### src/sv/exhaustive_word_enumerator_unit_macros.svh
// Assertion macros for the word enumerator RTL.
`ifndef EXHAUSTIVE_WORD_ENUMERATOR_UNIT_MACROS_SVH
`define EXHAUSTIVE_WORD_ENUMERATOR_UNIT_MACROS_SVH
`ifndef ASSERT_OFF
// Check that a property holds at every clock edge outside reset.
`define EWE_ASSERT(lbl, clk, rst, prop) \
   lbl: assert property (@(posedge clk) disable iff (rst) (prop)) \
      else $error("assertion failed");
// Check that a condition never holds outside reset.
`define EWE_ASSERT_NEVER(lbl, clk, rst, cond) \
   lbl: assert property (@(posedge clk) disable iff (rst) !(cond)) \
      else $error("forbidden condition seen");
`else
`define EWE_ASSERT(lbl, clk, rst, prop)
`define EWE_ASSERT_NEVER(lbl, clk, rst, cond)
`endif
`endif

### src/sv/ewe_pkg.sv
package ewe_pkg;

   // Sizes of the odometer and the alphabet store
   localparam int MAX_WORD_LENGTH = 32;
   localparam int ALPHABET_DEPTH  = 255;

   // Field widths
   localparam int DIGIT_W      = 8;
   localparam int CHAR_W       = 8;
   localparam int INDEX_W      = 8;
   localparam int SIZE_W       = 8;
   localparam int WLEN_W       = 6;
   localparam int CSR_DATA_W   = 8;
   localparam int CSR_INDEX_W  = 1;

   // Derived widths
   localparam int STEP_W = (MAX_WORD_LENGTH > 1) ? $clog2(MAX_WORD_LENGTH) : 1;
   localparam int LEN_W  = $clog2(MAX_WORD_LENGTH + 1);
   localparam int ADDR_W = $clog2(ALPHABET_DEPTH);

   // Register indexes
   localparam logic [CSR_INDEX_W-1:0] CSR_ALPHABET_SIZE = 1'b0;
   localparam logic [CSR_INDEX_W-1:0] CSR_WORD_LENGTH   = 1'b1;

   // Reset values of the registers
   localparam logic [SIZE_W-1:0] ALPHABET_SIZE_RESET = 8'd10;
   localparam logic [WLEN_W-1:0] WORD_LENGTH_RESET   = 6'd8;

   // Operation codes
   localparam logic OP_WRITE    = 1'b0;
   localparam logic OP_GENERATE = 1'b1;

   // Terminator character
   localparam logic [CHAR_W-1:0] NEWLINE_CHAR = 8'd10;

   // Control from the sequencer to the digit chain
   typedef struct packed {
      logic shift;
      logic bump;
   } chain_ctrl_type;

endpackage

### src/sv/ewe_digit_cell.sv
module ewe_digit_cell import ewe_pkg::*; (
   input  logic               clock,
   input  logic               reset,
   input  logic               shift,
   input  logic [DIGIT_W-1:0] digit_in,
   output logic [DIGIT_W-1:0] digit_out
);

   logic [DIGIT_W-1:0] digit_ff;

   // Take the neighbor's digit on every shift
   always_ff @(posedge clock) begin
      if (reset) begin
         digit_ff <= '0;
      end else if (shift) begin
         digit_ff <= digit_in;
      end
   end

   assign digit_out = digit_ff;

endmodule

### src/sv/ewe_digit_chain.sv
module ewe_digit_chain import ewe_pkg::*; (
   input  logic               clock,
   input  logic               reset,
   input  chain_ctrl_type     ctrl,
   input  logic [SIZE_W-1:0]  alphabet_size,
   output logic [DIGIT_W-1:0] head_digit,
   output logic               wrap
);

   logic [DIGIT_W-1:0] digit [MAX_WORD_LENGTH];
   logic [DIGIT_W-1:0] next_head;
   logic [SIZE_W-1:0]  radix;

   // Treat a zero radix as one
   assign radix = (alphabet_size == '0) ? SIZE_W'(1) : alphabet_size;

   // Increment the head digit, wrap at the radix
   assign head_digit = digit[0];
   assign wrap = ({1'b0, head_digit} + (DIGIT_W+1)'(1)) >= (DIGIT_W+1)'(radix);

   always_comb begin
      if (!ctrl.bump) begin
         next_head = head_digit;
      end else if (wrap) begin
         next_head = '0;
      end else begin
         next_head = head_digit + DIGIT_W'(1);
      end
   end

   // Ring of cells: each takes its upper neighbor, the tail takes the updated head
   for (genvar i = 0; i < MAX_WORD_LENGTH; i++) begin : g_cell
      logic [DIGIT_W-1:0] cell_in;
      if (i == MAX_WORD_LENGTH - 1) begin : g_tail
         assign cell_in = next_head;
      end else begin : g_body
         assign cell_in = digit[i+1];
      end
      ewe_digit_cell u_cell (
         .clock     (clock),
         .reset     (reset),
         .shift     (ctrl.shift),
         .digit_in  (cell_in),
         .digit_out (digit[i])
      );
   end

endmodule

### src/sv/exhaustive_word_enumerator_unit.sv
// The first result of a generate transaction is registered in the output register once the
// sequencer is in the run state and the output slot is free. A generate transaction walks one
// full turn of the 32-cell digit ring plus the newline, or gives one exhausted response.
// Reset: synchronous, active high; clears the odometer, the exhausted flag, the sequencer
// and the registers (alphabet size 10, word length 8). The alphabet store is not cleared.
`include "exhaustive_word_enumerator_unit_macros.svh"
module exhaustive_word_enumerator_unit import ewe_pkg::*; (
   input  logic                   clock,
   input  logic                   reset,
   input  logic                   req_valid,
   output logic                   req_ready,
   input  logic                   req_op,
   input  logic [INDEX_W-1:0]     req_entry_index,
   input  logic [CHAR_W-1:0]      req_symbol,
   output logic                   rsp_valid,
   input  logic                   rsp_ready,
   output logic [CHAR_W-1:0]      rsp_character,
   output logic                   rsp_last,
   output logic                   rsp_exhausted,
   input  logic                   csr_write_enable,
   input  logic [CSR_INDEX_W-1:0] csr_index,
   input  logic [CSR_DATA_W-1:0]  csr_write_data
);

   typedef enum logic [1:0] {ST_IDLE, ST_RUN, ST_NL, ST_EXH} state_type;

   state_type          state_ff, state_in;
   logic [STEP_W-1:0]  step_ff, step_in;
   logic               carry_ff, carry_in;
   logic               done_ff, done_in;
   logic [SIZE_W-1:0]  alphabet_size_ff;
   logic [WLEN_W-1:0]  word_length_ff;
   logic               rsp_valid_ff, rsp_valid_in;
   logic [CHAR_W-1:0]  rsp_character_ff;
   logic               rsp_last_ff;
   logic               rsp_exhausted_ff;
   logic [CHAR_W-1:0]  alphabet_mem [ALPHABET_DEPTH];

   logic               req_fire;
   logic               slot_free;
   logic               in_len;
   logic               emit_char;
   logic               emit_nl;
   logic               emit_exh;
   logic [LEN_W-1:0]   len;
   logic [DIGIT_W-1:0] head_digit;
   logic               wrap;
   chain_ctrl_type     chain_ctrl;

   assign req_ready = (state_ff == ST_IDLE);
   assign req_fire  = req_valid && req_ready;
   assign slot_free = !rsp_valid_ff || rsp_ready;

   // Clamp the word length to the ring size
   assign len = (32'(word_length_ff) > MAX_WORD_LENGTH) ? LEN_W'(MAX_WORD_LENGTH)
                                                         : LEN_W'(word_length_ff);
   assign in_len = LEN_W'(step_ff) < len;

   // Configuration registers
   always_ff @(posedge clock) begin
      if (reset) begin
         alphabet_size_ff <= ALPHABET_SIZE_RESET;
         word_length_ff   <= WORD_LENGTH_RESET;
      end else if (csr_write_enable) begin
         unique case (csr_index)
            CSR_ALPHABET_SIZE: alphabet_size_ff <= csr_write_data;
            CSR_WORD_LENGTH:   word_length_ff   <= csr_write_data[WLEN_W-1:0];
            default:           ;
         endcase
      end
   end

   // Alphabet store write port
   always_ff @(posedge clock) begin
      if (req_fire && req_op == OP_WRITE && 32'(req_entry_index) < ALPHABET_DEPTH) begin
         alphabet_mem[req_entry_index[ADDR_W-1:0]] <= req_symbol;
      end
   end

   // Sequencer next state
   always_comb begin
      state_in   = state_ff;
      step_in    = step_ff;
      carry_in   = carry_ff;
      done_in    = done_ff;
      emit_char  = 1'b0;
      emit_nl    = 1'b0;
      emit_exh   = 1'b0;
      chain_ctrl = '0;
      unique case (state_ff)
         ST_IDLE: begin
            if (req_fire && req_op == OP_GENERATE) begin
               if (done_ff) begin
                  state_in = ST_EXH;
               end else begin
                  state_in = ST_RUN;
                  step_in  = '0;
                  carry_in = 1'b1;
               end
            end
         end
         ST_RUN: begin
            // Rotate freely past unused digits, wait for the output slot on used ones
            chain_ctrl.shift = !in_len || slot_free;
            chain_ctrl.bump  = in_len && carry_ff;
            emit_char        = in_len && slot_free;
            if (chain_ctrl.shift) begin
               if (chain_ctrl.bump) begin
                  carry_in = wrap;
               end
               if (step_ff == STEP_W'(MAX_WORD_LENGTH - 1)) begin
                  state_in = ST_NL;
               end else begin
                  step_in = step_ff + STEP_W'(1);
               end
            end
         end
         ST_NL: begin
            if (slot_free) begin
               emit_nl  = 1'b1;
               done_in  = carry_ff;
               state_in = ST_IDLE;
            end
         end
         ST_EXH: begin
            if (slot_free) begin
               emit_exh = 1'b1;
               state_in = ST_IDLE;
            end
         end
         default: state_in = ST_IDLE;
      endcase
   end

   always_comb begin
      if (emit_char || emit_nl || emit_exh) begin
         rsp_valid_in = 1'b1;
      end else if (rsp_ready) begin
         rsp_valid_in = 1'b0;
      end else begin
         rsp_valid_in = rsp_valid_ff;
      end
   end

   // Hold state and the output register; read the alphabet into it
   always_ff @(posedge clock) begin
      if (reset) begin
         state_ff     <= ST_IDLE;
         step_ff      <= '0;
         carry_ff     <= 1'b0;
         done_ff      <= 1'b0;
         rsp_valid_ff <= 1'b0;
      end else begin
         state_ff     <= state_in;
         step_ff      <= step_in;
         carry_ff     <= carry_in;
         done_ff      <= done_in;
         rsp_valid_ff <= rsp_valid_in;
      end
      priority if (emit_char) begin
         rsp_character_ff <= (32'(head_digit) < ALPHABET_DEPTH)
                             ? alphabet_mem[head_digit[ADDR_W-1:0]] : '0;
         rsp_last_ff      <= 1'b0;
         rsp_exhausted_ff <= 1'b0;
      end else if (emit_nl) begin
         rsp_character_ff <= NEWLINE_CHAR;
         rsp_last_ff      <= 1'b1;
         rsp_exhausted_ff <= 1'b0;
      end else if (emit_exh) begin
         rsp_character_ff <= '0;
         rsp_last_ff      <= 1'b1;
         rsp_exhausted_ff <= 1'b1;
      end else begin
         rsp_character_ff <= rsp_character_ff;
      end
   end

   ewe_digit_chain u_chain (
      .clock         (clock),
      .reset         (reset),
      .ctrl          (chain_ctrl),
      .alphabet_size (alphabet_size_ff),
      .head_digit    (head_digit),
      .wrap          (wrap)
   );

   assign rsp_valid     = rsp_valid_ff;
   assign rsp_character = rsp_character_ff;
   assign rsp_last      = rsp_last_ff;
   assign rsp_exhausted = rsp_exhausted_ff;

   // Checks
   `EWE_ASSERT(exh_is_last, clock, reset, rsp_valid && rsp_exhausted |-> rsp_last && rsp_character == '0)
   `EWE_ASSERT(nl_char, clock, reset, rsp_valid && rsp_last && !rsp_exhausted |-> rsp_character == NEWLINE_CHAR)
   `EWE_ASSERT_NEVER(done_sticky, clock, reset, !$past(reset) && $fell(done_ff))
   `EWE_ASSERT(nl_after_turn, clock, reset, state_ff == ST_NL && $past(state_ff) == ST_RUN && !$past(reset) |-> $past(step_ff) == STEP_W'(MAX_WORD_LENGTH - 1))

endmodule
### config.mk
export PLATFORM = sky130hd
export DESIGN_NAME = exhaustive_word_enumerator_unit
export DESIGN_NICKNAME = d
export VERILOG_FILES = /design/src/sv/ewe_pkg.sv /design/src/sv/ewe_digit_cell.sv /design/src/sv/ewe_digit_chain.sv /design/src/sv/exhaustive_word_enumerator_unit.sv
export VERILOG_INCLUDE_DIRS = /design/src /design/src/sv
export SDC_FILE = /design/constraint.sdc
export NUM_CORES = 2
export LEC_CHECK = 0
export BUFFER_PORTS_ARGS = -buffer_cell sky130_fd_sc_hd__buf_4
export CORE_MARGIN = 2
export CORE_UTILIZATION = 35
export DETAILED_ROUTE_END_ITERATION = 16
export PLACE_DENSITY = 0.63
export REMOVE_ABC_BUFFERS = 1
export SLEW_MARGIN = 20
export SYNTH_ARGS = -nofsm -noshare
export SYNTH_HDL_FRONTEND = slang
export SYNTH_HIERARCHICAL = 1
export SYNTH_SLANG_ARGS = --single-unit
### constraint.sdc
create_clock -name clock -period 3.2 [get_ports clock]
set_clock_uncertainty 0.2 [all_clocks]
set_input_delay 0 -clock clock [delete_from_list [all_inputs] [get_ports clock]]
set_output_delay 0 -clock clock [all_outputs]
set_load 0.03 [all_outputs]
==> results.toml <==
[critical_path]
ff2ff_path_depth = 12
crit_family = "buffers and inverters"
crit_required_ns = 3.60
startpoint_type = "flip-flop"
r2r-start = "u_chain/g_cell[0].u_cell/digit_out[0]"
crit_end = "rsp_character[0]"
crit_top_cell = "buf_12"
rrSetupSlack_ns = -0.13
critical_path_class = "flip-flop to flip-flop"
cp_num_cells = 12
path_buf_inv = 5
arrival_ns = 3.73
worst-path-max-fanout = 7
path_cells = "buf_12, buf_12, buf_12, buf_8, mux4_2, a22oi_2, buf_4, nand4_1, nand4b_1, a22oi_2, nor4_2, o32a_1"
r2r-end = "rsp_character[0]"
startpoint = "u_chain/g_cell[0].u_cell/digit_out[0]"
critPathMaxStageDelay_ns = 0.50
endpoint_kind = "flip-flop"
crit_slowest_cell = "mux4_2"

[cells_and_area]
fin_cells = 8876
fill_cells = 22290
layout-drive-gt1-share_pct = 28.98
nets = 5347
syn2layout_area_growth_pct = 19.03
final_area_mm2 = 0.1080

[power]
power_frac_clock_pct = 43.2
max-vdd-ir-drop_v = 0.0005447
fin_total_pwr_mw = 60.49
p_seq_share_pct = 54.7
power.share.combinational_pct = 2.1
p_sw_share_pct = 20.66
p_int_mw = 48.00
power_density_mw_per_mm2 = 560.3
cellLeakagePower_nw = 33.50
power.switching_mw = 12.50

[global_route]
grt_overflow = 0
grt_pass1_vias = 47730
grt_pass1_wl_um = 344700
grt_use_total_pct = 17.90
grt_start_max_net_pins = 157
grt_antenna_before_repair = 9

[timing]
layout_setup_ws_ns = -0.1337
worst_pin_slew_ns = 1.042
slew_headroom_pct = 30.29
hold_viol_final = 0
fmax_mhz = 300.0
layout_min_cycle_time_ns = 3.334
fin_crit_sh_pct = 104.2
drv_slew = 0
fin_setup_tns_ns = -0.4324
rsz0062_at_grt = "yes"
setup_violations = 8

[detailed_routing]
avgViaCountPerCell = 5.461
first_pass_iters = 6
ant_nets = 0
drt_wl_total_um = 240500
num_vias = 48470
drc = 0
dr.first_iter.drc_count = 6263
wl_per_cell_um = 27.10

[yosys]
synth.area.top_cells = "edfxtp_1 68%, mux4_2 13%, dfxtp_1 6.2%"
synth_top_area_share_pct = 67.80
yosysUniqueCellTypes = 81
avgSynthCellArea_um2 = 19.16
ys_warn_count = 6
netlist_area_mm2 = 0.09070
synth_flop_cell = "edfxtp_1"
synth-edff-count = 2048
synth_top_area_cell = "edfxtp_1"
synth_seq_area_share_pct = 74.03
synthArstFlopShare_pct = 0
synthCells = 4735
ys_ff_latch = 2330

[cts]
cts-root-buf = "clkbuf_16"
clk_pin_slew_ns = 0.06
cts_max_level = 4
cts.sinks = 2330
cts-buffers-inserted = 220
cts_tree = "yes"
clock_path_buffers = 3
clk_latency_ns = 0.87

[placed_design]
dp_hpwl_um = 151600
dp_cells = 8315
place.gp.congestion = 0.9225
placed_cell_area_mm2 = 0.09819
pre_cts_ws_ns = -0.7028
port_buffers = 42

[die]
boundaryPins = 43
start_util_pct = 35.24
die_y_um = 513.1
die_x_um = 513.1
fp.dieArea_mm2 = 0.2632
core_area_mm2 = 0.2574
row_count = 186

[outcome]
status = "finished, violations left"
violations = "negative setup slack"

[flow_run]
cap_viol_max_count = 0

[min_path]
hp-class = "primary input to flip-flop"
## tightest hold or removal path: stages
cell,delay (ns)
dlygate4sd3_1,0.56
buf_8,0.26
nor2_1,0.16
## cell usage after synthesis (13+ instances only)
cell type,instances
nor2b_1,29
mux2_2,17
nand3_1,34
nand2_1,108
inv_1,19
buf_2,58
o211ai_1,16
buf_6,57
o21ai_0,50
a211oi_1,24
dfxtp_1,282
buf_1,44
mux4_2,513
buf_4,26
mux2i_1,401
a21oi_1,69
ha_1,15
a31oi_1,13
nor2_1,552
nor3_1,16
nand2b_1,23
edfxtp_1,2048
a22oi_1,45
a221oi_1,24
clkbuf_1,96
## flip-flops by register name (all words and copies together), names as in the netlist
name and cells:
step_ff 5, state_ff 2, rsp_valid 1, rsp_exhausted 1
word_length_ff 6, rsp_character 8, u_chain/g_cell.u_cell/digit_out 256, alphabet_size_ff 8
done_ff 1, alphabet_mem 2040, rsp_last 1, carry_ff 1
## cells in the final DEF (no fill, tap or decap), types with 18 or more instances in the layout
cell type      synthesis  layout
clkbuf_1              96      42
nand2b_1              23      23
nand2_1              108     102
nor2b_1               29      26
inv_1                 19      19
mux2i_1              401     393
nand3_1               34      24
nor2_1               552     482
mux4_2               513     513
a211oi_1              24      18
buf_12                 0     104
clkbuf_16              0     228
bufinv_16              0      22
clkinv_2               0      42
buf_4                 26     397
nor2_2                 2      72
clkinv_1               3      54
a22oi_1               45      33
buf_6                 57      22
dfxtp_1              282     276
dlygate4sd3_1          0      68
o21ai_0               50      32
a21oi_1               69      62
edfxtp_1            2048    2048
## worst min path at each step
stage | cells after the start | slack (ns) | to | from
floorplan | 1 | -0.13 | alphabet_size_ff[0] | reset
global placement | 3 | 0.04 | alphabet_size_ff[3] | csr_write_data[3]
CTS | 5 | 0.005 | step_ff[2] | rsp_ready
detailed placement | 3 | 0.03 | alphabet_size_ff[3] | csr_write_data[3]
global route | 3 | 0.06 | alphabet_mem[204][3] | req_symbol[3]
finish | 3 | 0.03 | u_chain/g_cell[16].u_cell/digit_out[0] | reset
## logic make-up after synthesis
kind of cell	Yosys count	share of synthesized area, %
AO/OA/AOI/OAI	332	2.566
XOR/XNOR	6	0.05794
adder cells (fa/ha/maj)	15	0.2069
buffers and inverters	309	2.004
flip-flops	2330	74.03
multiplexers	931	17.37
AND/OR/NAND/NOR	812	3.762
## per-layer routing
metal  vias to the layer above  share of wire (%)  track usage (%)
met4                         4                3.0            5.443
met5                         -             0.0079                0
met2                      2369                 46            27.84
met1                     25530                 41            25.40
li1                      20180                  -                -
met3                       383                9.9            3.524
## layout make-up
class	instances	area (um^2)	area share [%]
multi-input cells	2096	22420	20.76
clock inverters	142	1459	1.351
clock buffers	265	5738	5.315
diodes	6	15.01	0.01391
flip-flops and latches	2330	67160	62.21
repair buffers	631	6854	6.349
well taps	3384	4234	3.922
inverters	22	82.58	0.07649
## power by group through the flow
| stage | logic, mW | clock network [mW] | registers, mW |
|---|---|---|---|
| 6_report | 1.28 | 26.1 | 33.1 |
| 5_1_grt | 1.35 | 27.6 | 33.1 |
| 4_1_cts | 1.26 | 26.4 | 33.1 |
| 3_5_place_dp | 1.18 | 0 | 33.7 |
| 3_3_place_gp | 1.14 | 0 | 33.7 |
| 2_1_floorplan | 0.528 | 0 | 33.7 |
## per-stage QoR
stage                     hold slack (ns)  utilization (%)
after floorplan                   -0.1309                -
final                             0.02906            41.94
after global routing              0.05930            41.94
after global placement            0.03633            38.15
after CTS                        0.004910            41.63
after detailed placement          0.02596            38.15
## what timing repair did
action	in CTS	in global routing
setup buffers	31	39
cloned	8	5
pin swaps	21	7
hold buffers	69	0
endpoints found under the hold margin	4034	0
gates resized for setup	139	113
endpoints found under the setup margin	79	386
Power figures use the tool's default switching activity.
